## src/rtl/sckq_pkg.sv

```systemverilog
// Package for the scan code to ASCII key queue: sizes, cell control type, code translation.
`timescale 1ns / 1ps
`default_nettype none
package sckq_pkg;

  localparam int BUFFER_SIZE = 256;
  localparam int QCAP        = BUFFER_SIZE - 1;
  localparam int CNT_W       = $clog2(BUFFER_SIZE);

  localparam logic FUNC_PUSH = 1'b0;
  localparam logic FUNC_READ = 1'b1;

  typedef logic [6:0]       char_t;
  typedef logic [CNT_W-1:0] count_t;

  typedef struct packed {
    logic load;
    logic shift;
  } cell_ctrl_t;

  localparam logic [7:0] ROW_TOP [10] = '{"q", "w", "e", "r", "t", "y", "u", "i", "o", "p"};
  localparam logic [7:0] ROW_MID [9]  = '{"a", "s", "d", "f", "g", "h", "j", "k", "l"};
  localparam logic [7:0] ROW_BOT [7]  = '{"z", "x", "c", "v", "b", "n", "m"};

  function automatic char_t translate_code(input logic [7:0] code);
    logic [7:0] ofs;
    char_t      ch;
    ofs = 8'h00;
    ch  = 7'h00;
    if (code == 8'h1C) begin
      ch = 7'h0A;
    end else if (code == 8'h39) begin
      ch = 7'(8'(" "));
    end else if (code == 8'h0E) begin
      ch = 7'h0D;
    end else if (code == 8'h34) begin
      ch = 7'(8'("."));
    end else if (code == 8'h35) begin
      ch = 7'(8'("/"));
    end else if (code == 8'h0B) begin
      ch = 7'(8'("0"));
    end else if (code >= 8'h02 && code <= 8'h0A) begin
      ofs = code - 8'h02;
      ch  = 7'(8'("1") + ofs);
    end else if (code >= 8'h10 && code <= 8'h19) begin
      ofs = code - 8'h10;
      ch  = ROW_TOP[ofs[3:0]][6:0];
    end else if (code >= 8'h1E && code <= 8'h26) begin
      ofs = code - 8'h1E;
      ch  = ROW_MID[ofs[3:0]][6:0];
    end else if (code >= 8'h2C && code <= 8'h32) begin
      ofs = code - 8'h2C;
      ch  = ROW_BOT[ofs[2:0]][6:0];
    end
    return ch;
  endfunction

endpackage
`default_nettype wire

```

## src/rtl/sckq_if.sv

```systemverilog
// Handshake interfaces for the key queue request and result channels.
`timescale 1ns / 1ps
`default_nettype none
interface sckq_in_if;
  logic       valid;
  logic       ready;
  logic       func;
  logic [7:0] scan_code;
  modport source (output valid, func, scan_code, input ready);
  modport sink   (input valid, func, scan_code, output ready);
endinterface

interface sckq_out_if;
  logic       valid;
  logic       ready;
  logic [6:0] key_char;
  logic       dropped;
  logic [7:0] fill_level;
  modport source (output valid, key_char, dropped, fill_level, input ready);
  modport sink   (input valid, key_char, dropped, fill_level, output ready);
endinterface
`default_nettype wire

```

## src/rtl/sckq_cell.sv

```systemverilog
// One queue cell: holds a character, loads a push or takes its neighbor's on a pop.
`timescale 1ns / 1ps
`default_nettype none
module sckq_cell
  import sckq_pkg::*;
(
  input  wire logic       clk,
  input  wire cell_ctrl_t ctrl,
  input  wire char_t      push_char,
  input  wire char_t      next_char,
  output char_t           char_o
);

  char_t char_r;
  char_t char_nxt;

  always_comb begin
    char_nxt = char_r;
    if (ctrl.load) begin
      char_nxt = push_char;
    end else if (ctrl.shift) begin
      char_nxt = next_char;
    end
  end

  always_ff @(posedge clk) begin
    char_r <= char_nxt;
  end

  assign char_o = char_r;

endmodule
`default_nettype wire

```

## src/rtl/scancode_to_ascii_key_queue.sv

```systemverilog
// Top level of the scan code to ASCII key queue.
// Takes one item per clock: a push translates a set-1 scan code to ASCII and
// appends it to a queue of QCAP (BUFFER_SIZE-1) characters, a read pops the
// oldest character (0 if empty). The queue is a row of QCAP cells; the head
// sits in cell 0, a read shifts every cell one place toward the head in the
// same cycle, and a push loads the cell indexed by the fill count. Each item
// gives one result in the cycle after acceptance through an output register, so
// a new item is taken every cycle as long as the result side keeps up.
`timescale 1ns / 1ps
`default_nettype none
module scancode_to_ascii_key_queue
  import sckq_pkg::*;
(
  input  wire logic   clk,
  input  wire logic   rst_n,
  sckq_in_if.sink     in_ch,
  sckq_out_if.source  out_ch
);

  count_t     count_r;
  count_t     count_nxt;
  logic       out_valid_r;
  char_t      key_char_r;
  char_t      key_char_nxt;
  logic       dropped_r;
  logic       dropped_nxt;
  logic       accept;
  logic       is_push;
  logic       is_read;
  logic       full;
  logic       empty;
  char_t      push_char;
  char_t      cell_q [QCAP];
  cell_ctrl_t cell_ctrl [QCAP];

  assign in_ch.ready = !out_valid_r || out_ch.ready;
  assign accept      = in_ch.valid && in_ch.ready;
  assign full        = (count_r == count_t'(QCAP));
  assign empty       = (count_r == '0);
  assign is_push     = accept && (in_ch.func == FUNC_PUSH) && !full;
  assign is_read     = accept && (in_ch.func == FUNC_READ) && !empty;
  assign push_char   = translate_code(in_ch.scan_code);

  for (genvar i = 0; i < QCAP; i++) begin : g_cell
    char_t nbr;
    assign cell_ctrl[i].load  = is_push && (count_r == count_t'(i));
    assign cell_ctrl[i].shift = is_read;
    if (i == QCAP - 1) begin : g_last
      assign nbr = '0;
    end else begin : g_mid
      assign nbr = cell_q[i+1];
    end
    sckq_cell u_cell (
      .clk       (clk),
      .ctrl      (cell_ctrl[i]),
      .push_char (push_char),
      .next_char (nbr),
      .char_o    (cell_q[i])
    );
  end

  always_comb begin
    count_nxt    = count_r;
    key_char_nxt = '0;
    dropped_nxt  = 1'b0;
    if (is_push) begin
      count_nxt = count_r + count_t'(1);
    end else if (is_read) begin
      count_nxt    = count_r - count_t'(1);
      key_char_nxt = cell_q[0];
    end
    if (accept && (in_ch.func == FUNC_PUSH) && full) begin
      dropped_nxt = 1'b1;
    end
  end

  always_ff @(posedge clk) begin
    if (!rst_n) begin
      count_r     <= '0;
      out_valid_r <= 1'b0;
    end else begin
      count_r <= count_nxt;
      if (accept) begin
        out_valid_r <= 1'b1;
      end else if (out_ch.ready) begin
        out_valid_r <= 1'b0;
      end
    end
    if (accept) begin
      key_char_r <= key_char_nxt;
      dropped_r  <= dropped_nxt;
    end
  end

  assign out_ch.valid      = out_valid_r;
  assign out_ch.key_char   = key_char_r;
  assign out_ch.dropped    = dropped_r;
  assign out_ch.fill_level = 8'(count_r);

`ifndef SYNTHESIS
  a_count_range: assert property (@(posedge clk) disable iff (!rst_n)
    count_r <= count_t'(QCAP))
    else $error("fill count beyond capacity");

  a_drop_full: assert property (@(posedge clk) disable iff (!rst_n)
    (out_valid_r && dropped_r) |-> full)
    else $error("drop flagged while queue not full");

  a_empty_read: assert property (@(posedge clk) disable iff (!rst_n)
    (accept && (in_ch.func == FUNC_READ) && empty) |=> (key_char_r == '0 && count_r == '0))
    else $error("read of empty queue returned data or changed count");
`endif

endmodule
`default_nettype wire

```

## src/flat_wrapper.sv

```systemverilog
// flat-port wrapper written by rule: the top's interface ports become plain ports
module scancode_to_ascii_key_queue_flat import sckq_pkg::*;
  (clk, rst_n, in_ch_valid, in_ch_func, in_ch_scan_code, in_ch_ready, out_ch_valid, out_ch_key_char, out_ch_dropped, out_ch_fill_level, out_ch_ready);
  sckq_in_if in_ch_i ();
  sckq_out_if out_ch_i ();
  input  wire logic clk;
  input  wire logic rst_n;
  input wire logic [$bits(in_ch_i.valid)-1:0] in_ch_valid;
  input wire logic [$bits(in_ch_i.func)-1:0] in_ch_func;
  input wire logic [$bits(in_ch_i.scan_code)-1:0] in_ch_scan_code;
  output wire logic [$bits(in_ch_i.ready)-1:0] in_ch_ready;
  output wire logic [$bits(out_ch_i.valid)-1:0] out_ch_valid;
  output wire logic [$bits(out_ch_i.key_char)-1:0] out_ch_key_char;
  output wire logic [$bits(out_ch_i.dropped)-1:0] out_ch_dropped;
  output wire logic [$bits(out_ch_i.fill_level)-1:0] out_ch_fill_level;
  input wire logic [$bits(out_ch_i.ready)-1:0] out_ch_ready;
  assign in_ch_i.valid = in_ch_valid;
  assign in_ch_i.func = in_ch_func;
  assign in_ch_i.scan_code = in_ch_scan_code;
  assign in_ch_ready = in_ch_i.ready;
  assign out_ch_valid = out_ch_i.valid;
  assign out_ch_key_char = out_ch_i.key_char;
  assign out_ch_dropped = out_ch_i.dropped;
  assign out_ch_fill_level = out_ch_i.fill_level;
  assign out_ch_i.ready = out_ch_ready;
  scancode_to_ascii_key_queue u_core (.clk(clk), .rst_n(rst_n), .in_ch(in_ch_i), .out_ch(out_ch_i));
endmodule
```

## config.mk

```make
export PLATFORM = sky130hd
export DESIGN_NAME = scancode_to_ascii_key_queue_flat
export DESIGN_NICKNAME = d
export VERILOG_FILES = /design/src/rtl/sckq_pkg.sv /design/src/rtl/sckq_if.sv /design/src/rtl/sckq_cell.sv /design/src/rtl/scancode_to_ascii_key_queue.sv /design/src/flat_wrapper.sv
export SDC_FILE = /design/constraint.sdc
export NUM_CORES = 2
export LEC_CHECK = 0
export ABC_AREA = 1
export BUFFER_PORTS_ARGS = -buffer_cell sky130_fd_sc_hd__buf_2
export CORE_MARGIN = 1
export CORE_UTILIZATION = 40
export CTS_BUF_LIST = sky130_fd_sc_hd__clkbuf_16
export DETAILED_ROUTE_END_ITERATION = 6
export HOLD_SLACK_MARGIN = 0.03
export PLACE_DENSITY_LB_ADDON = 0.05
export SYNTH_ARGS = -nofsm -noshare
export SYNTH_HDL_FRONTEND = slang
export SYNTH_SLANG_ARGS = --single-unit
export TNS_END_PERCENT = 5
```

## constraint.sdc

```tcl
create_clock -name clk -period 8.02 [get_ports clk]
set_input_delay 0.802 -clock clk [delete_from_list [all_inputs] [get_ports clk]]
set_output_delay 0.802 -clock clk [all_outputs]
set_load 0.02 [all_outputs]
```

; After elaboration in Yosys (flattened, before gate mapping)
; Memories as Yosys holds them, arrays and structs flattened.
; Index checks and enable logic that the tools add are counted.
[op_classes]
n_reduce_logical = 528
n_mux = 531
order_cmp = 11
n_eq_ne = 261
n_addsub = 7
bitwise_logic = 5
[ops]
columns = op, n
row1 = 7-bit two-way mux, 526
row2 = 8-bit == test (second input constant), 128
row3 = 2-bit nonzero test, 257
row4 = 8-bit by 7-bit == test with 1-bit output (second input constant), 64
row5 = 8-bit by 6-bit == test with 1-bit output (second input constant), 35
row6 = 1-bit logical AND, 265
row7 = 8-bit by 5-bit == test with 1-bit output (second input constant), 17
row8 = 8-bit by 4-bit == test with 1-bit output (second input constant), 10
row9 = 8-bit by 3-bit == test with 1-bit output (second input constant), 4
row10 = 8-bit by 2-bit == test with 1-bit output (second input constant), 2
row11 = 8-bit by 5-bit greater-or-equal comparator with 1-bit output (second input constant), 2
row12 = 8-bit by 6-bit less-or-equal comparator with 1-bit output (second input constant), 2
row13 = 8-bit two-way mux, 2
row14 = 5-bit greater-or-equal comparator (second input constant), 2
row15 = 4-bit NOT with 5-bit output, 2
row16 = 8-bit by 1-bit adder with 8-bit output (second input constant), 1
row17 = 8-bit by 1-bit == test with 1-bit output (second input constant), 1
row18 = 8-bit by 2-bit greater-or-equal comparator with 1-bit output (second input constant), 1
row19 = 8-bit by 6-bit greater-or-equal comparator with 1-bit output (second input constant), 1
row20 = 8-bit by 4-bit less-or-equal comparator with 1-bit output (second input constant), 1
row21 = 8-bit by 5-bit less-or-equal comparator with 1-bit output (second input constant), 1
row22 = 8-bit logical NOT, 1
row23 = 8-bit by 1-bit subtractor with 8-bit output (second input constant), 1
row24 = 6-bit by 7-bit adder with 7-bit output (first input constant), 1
row25 = other kinds (11), 16
[word_totals]
reg_bits = 1802
rom_bits = 320
in_bits = 13
n_memories = 3
out_inout_bits = 18
wordCells = 1605
[memory_table]
columns = memory, depth, width, read_ports, rd_ports_with_merged_regs, write_ports, line_no
row1 = (name not given), 16, 8, 1, 0, 0, sckq_pkg.sv:47  ; ch = ROW_TOP[ofs[3:0]][6:0];
row2 = (name not given), 16, 8, 1, 0, 0, sckq_pkg.sv:50  ; ch = ROW_MID[ofs[3:0]][6:0];
row3 = (name not given), 8, 8, 1, 0, 0, sckq_pkg.sv:53  ; ch = ROW_BOT[ofs[2:0]][6:0];

; Longest topological paths before layout
[depth]
word_depth = 16
mapped_depth = 18
depth_no_buf = 16

; Modules after synthesis
; A second synthesis with hierarchy kept.
[hier_totals]
hier_cells = 8523
area_unflattened_um2 = 82175.1
[modules_own_cells]
columns = mod, instances, area_per_inst_um2, seq_area_each_um2, cells_each
row1 = sckq_cell, 255, 310.3, 210.2, 31
row2 = scancode_to_ascii_key_queue, 1, 3049.2, 420.4, 618

; Least setup slack after synthesis
; OpenSTA, ideal clock, no wires.
[synth_timing]
kind = input-to-reg
start = input in_ch_valid
end = register u_core.g_cell[35].u_cell.char_r[0], enable pin
setup_time_ps = 324
cell_stages = 10
arrival_ps = 3068
required_ps = 7696
path_buffers = 2
path_slack_ps = 4628
cell_sequence = inv_1 a21oi_1 nand2_1 a21oi_4 buf_4 nand3_2 buf_1 nor2_1 inv_2 nand2_1
[synth_via]
elab_chain_len = 5
word_cells_on_any_way = 7
cone_classes = 7 x reduce/logical
[synth_lines]
columns = element, line_no
row1 = from (decl), flat_wrapper.sv:8  ; input wire logic [$bits(in_ch_i.valid)-1:0] in_ch_valid;
row2 = 1-bit logical AND *, scancode_to_ascii_key_queue.sv:37  ; assign accept = in_ch.valid && in_ch.ready;
row3 = via u_core.accept, scancode_to_ascii_key_queue.sv:27  ; logic accept;
row4 = 1-bit logical AND (2 in a row), scancode_to_ascii_key_queue.sv:40  ; assign is_push = accept && (in_ch.func == FUNC_PUSH) && !full;
row5 = 1-bit logical AND, scancode_to_ascii_key_queue.sv:46  ; assign cell_ctrl[i].load = is_push && (count_r == count_t'(i));
row6 = 2-bit nonzero test (no line) *, n/a
row7 = to (signal assigned), sckq_cell.sv:27  ; char_r <= char_nxt;
row8 = to (decl), sckq_cell.sv:14  ; char_t char_r;
; The timed path passes the listed nets; every way through them passes the cells marked *.
; A chain may end at the register's enable or synchronous reset.

; Worst setup path after layout
[layout_timing]
start = input in_ch_scan_code[1]
end = register u_core.g_cell[224].u_cell.char_r[3], data pin
[layout_via]
elab_chain_len = 16
word_cells_on_any_way = 46
cone_classes = 5 x add/sub / 8 x order compare / 6 x eq/ne / 17 x mux / 3 x bitwise / 4 x reduce/logical / 3 x memory
[layout_lines]
columns = element, line_no
row1 = from (decl), flat_wrapper.sv:10  ; input wire logic [$bits(in_ch_i.scan_code)-1:0] in_ch_scan_code;
row2 = branches (longest 14 deep; another with memory read 16 x 8 bit), n/a
row3 = 7-bit two-way mux *, sckq_pkg.sv:30  ; if (code == 8'h1C) begin
row4 = 7-bit two-way mux *, sckq_cell.sv:19  ; if (ctrl.load) begin
row5 = via u_core.g_cell[224].u_cell.char_nxt[3], sckq_cell.sv:15  ; char_t char_nxt;
row6 = to (signal assigned), sckq_cell.sv:27
row7 = to (decl), sckq_cell.sv:14
; Mark *: on every way through the listed nets, which the timed path passes. The select of a mux whose other input is x is not followed.

==> results.sh <==
export IMPL_status="completed"
export IMPL_yosys_top_cells_area="edfxtp_1 67%, nand2_1 17%, nand3_1 6.5%"
export IMPL_portBuffers=30
export IMPL_grt_usage=0.214
export IMPL_hold_class="input pin to register"
export IMPL_hold_end="u_core.out_ch.valid"
export IMPL_synth_fp_nets=8165
export IMPL_synth_seq_cells=1802
export IMPL_cts_repair_resized=0
export IMPL_hold_path_startpoint="in_ch_valid"
export IMPL_r2r_cells=9
export IMPL_antenna_found_initial=5
export IMPL_cts_buffer_depth=3
export IMPL_grt_pass1_wl_mm=335
export IMPL_finClkSkew_ns=0.0174
export IMPL_postCtsSetupBuffers=0
export IMPL_drc=0
export IMPL_r2r_start="u_core.out_ch.fill_level[1]"
export IMPL_period_share=0.524
export IMPL_cp_data_required_time_ns=8.71
export IMPL_arrival_ns=4.89
export IMPL_max_cap_violations=0
export IMPL_synth_distinct_cells=31
export IMPL_cp_startpoint="in_ch_scan_code[1]"
export IMPL_regToRegSetupSlack_ns=3.99
export IMPL_leakagePower_nw=36.3
export IMPL_num_rows=163
export IMPL_critPathMaxFanout=105
export IMPL_yosys_warnings=0
export IMPL_relSlewSlack=0.257
export IMPL_vdd_ir_drop_max_v=0.000240
export IMPL_clkPwrFrac=0.389
export IMPL_tightest_slew_ns=1.11
export IMPL_drtPass1Iterations=6
export IMPL_power_total_w=0.0225
export IMPL_vias=56500
export IMPL_die_area_sq_mm=0.202
export IMPL_synth_cells=8135
export IMPL_regToRegEndpoint="u_core.g_cell[225].u_cell.char_o[6]"
export IMPL_antenna_left=0
export IMPL_netlist_area_sq_mm=0.0801
export IMPL_critPathCaptureType="register"
export IMPL_synth_area_per_cell_sq_um=9.85
export IMPL_nNetsFinal=8074
export IMPL_clock_latency_ns=0.83
export IMPL_grt_max_degree=182
export IMPL_fin_crit_ns=4.20
export IMPL_cts_made_buffers=199
export IMPL_setup_viol=0
export IMPL_synth_main_ff_cell="edfxtp_1"
export IMPL_clk_pin_slew_ns=0.06
export IMPL_fin_setup_tns_ns=0
export IMPL_viasPerCell=5.21
export IMPL_wl_mm=219
export IMPL_hold_depth=3
export IMPL_synth_top_area_cell="edfxtp_1"
export IMPL_synth_seq_area_share=0.674
export IMPL_postCtsHoldBufs=0
export IMPL_ys_async_sr_fraction=0
export IMPL_drive_above_1_share=0.0729
export IMPL_wl_per_cell_um=20.1
export IMPL_swShare=0.248
export IMPL_die_w_um=450
export IMPL_synth_top_cell_area_share=0.672
export IMPL_p_seq_frac=0.527
export IMPL_synthMostInstantiatedCell="nand2_1"
export IMPL_cts_sinks=1802
export IMPL_area_delta_synth_final_pct=11.1
export IMPL_grt_overflow=0
export IMPL_rsz0062_at_grt="false"
export IMPL_powerDensity_mw_per_mm2=252
export IMPL_gp_congestion=0.797
export IMPL_finalMaxSlewViolations=0
export IMPL_hpwl_mm=119
export IMPL_start_util=0.404
export IMPL_grt_pass1_vias=54900
export IMPL_cts_tree="done"
export IMPL_path_class="input pin to register"
export IMPL_synth_edf_count=1793
export IMPL_fp_dieH_um=450
export IMPL_root_buffer="clkbuf_16"
export IMPL_synthTopCellsByCount="3653 x nand2_1, 1793 x edfxtp_1, 1048 x nand3_1, 529 x o21ai_0, 338 x clkbuf_1"
export IMPL_cp_start_kind="input pin"
export IMPL_core_sq_mm=0.198
export IMPL_p_int_w=0.0169
export IMPL_hold_viol_final=0
export IMPL_io_pins=31
export IMPL_p_sw_w=0.00556
export IMPL_max_freq_ghz=0.238
export IMPL_cts_max_level=4
export IMPL_combPwrFrac=0.085
export IMPL_initialDrtViolationCount=4580
[flip-flops by register name (all words and copies together), names as in the netlist]
name and flops:
u_core.g_cell.u_cell.char_o 1785, u_core.out_ch.dropped 1, u_core.out_ch.key_char 7, u_core.out_ch.fill_level 8, u_core.out_ch.valid 1
[worst max-delay path, cell delays in order]
cell and delay (ns):
buf_2 0.17, inv_1 0.26, ha_1 0.23, inv_1 0.06, nor3_1 0.51, inv_8 0.37, nand3_4 0.82, buf_4 0.76
buf_4 0.60, nand2_1 0.11, nand2_1 0.09
[through the flow]
| step | setup slack, ns | hold slack, ns | std cells | util | area (sq um) |
|---|---|---|---|---|---|
| 2_1_floorplan | 4.63 | 0.495 | 8135 | - | 80100 |
| 3_3_place_gp | 2.98 | 0.474 | 10500 | 0.418 | 82800 |
| 3_5_place_dp | 2.93 | 0.498 | 10500 | 0.418 | 82800 |
| 4_1_cts | 3.82 | 0.169 | 10800 | 0.449 | 89000 |
| 5_1_grt | 3.50 | 0.238 | 10900 | 0.449 | 89000 |
| 6_report | 3.82 | 0.236 | 10900 | 0.449 | 89000 |
[per-layer routing]
metal	routed length [um]	vias up	share of wire	track usage
li1	-	27400	-	-
met4	5380	0	0.025	0.0587
met5	0	-	0	0
met2	99600	1525	0.46	0.339
met3	11900	295	0.054	0.0319
met1	102000	27300	0.47	0.305
[cell type report]
type                    instances  area (sq um)
fillers                     18700        109000
flip-flops and latches       1802         54000
multi-input cells            5619         23500
clock buffers                 200          5000
well taps                    2640          3300
inverters                     338          1280
clock inverters               163          1140
repair buffers                 84           743
diodes                          9          22.5
[cell families after synthesis]
group | Yosys count | synth area share
AND/OR/NAND/NOR | 5046 | 0.254
flip-flops | 1802 | 0.674
buffers and inverters | 714 | 0.0336
AO/OA/AOI/OAI | 554 | 0.0349
adder cells (fa/ha/maj) | 17 | 0.00265
XOR/XNOR | 2 | 0.000219
[cell usage in the layout, fill, tap and decap left out, types with 3 or more instances in the layout]
cell type | Yosys | routed
nand3_2 | 7 | 11
inv_6 | 0 | 7
clkinv_1 | 47 | 100
clkinv_8 | 0 | 4
bufinv_16 | 0 | 12
inv_2 | 210 | 211
buf_2 | 8 | 30
clkinv_2 | 0 | 26
clkinvlp_4 | 0 | 5
nand4_1 | 3 | 3
nor2_1 | 301 | 300
nand3_1 | 1048 | 1042
o21ai_0 | 529 | 529
nand2_1 | 3653 | 3648
buf_12 | 0 | 15
edfxtp_1 | 1793 | 1793
nor2_2 | 21 | 21
dfxtp_1 | 9 | 9
inv_16 | 0 | 3
nor3_1 | 10 | 9
clkbuf_16 | 0 | 200
buf_4 | 1 | 39
a21oi_1 | 15 | 15
diode_2 | 0 | 9
ha_1 | 17 | 17
inv_1 | 81 | 130
nand2_4 | 0 | 5
[worst max path at each step]
stage | endpoint | slack (ns) | depth (start not counted)
final | u_core.g_cell[224].u_cell.char_o[3] | 3.82 | 11
after global routing | u_core.g_cell[146].u_cell.char_o[3] | 3.50 | 11
after CTS | u_core.g_cell[224].u_cell.char_o[3] | 3.82 | 11
after detailed placement | u_core.g_cell[224].u_cell.char_o[3] | 2.93 | 11
after global placement | u_core.g_cell[211].u_cell.char_o[3] | 2.98 | 11
after floorplan | u_core.g_cell[35].u_cell.char_o[0] | 4.63 | 10
[power by group through the flow]
stage	logic (W)	registers, W	clock network [W]
floorplan	0.00127	0.0119	0
global placement	0.00189	0.0120	0
detailed placement	0.00190	0.0120	0
CTS	0.00192	0.0118	0.00893
global route	0.00214	0.0119	0.00926
finish	0.00190	0.0118	0.00873
Power figures use the tool's default switching activity.
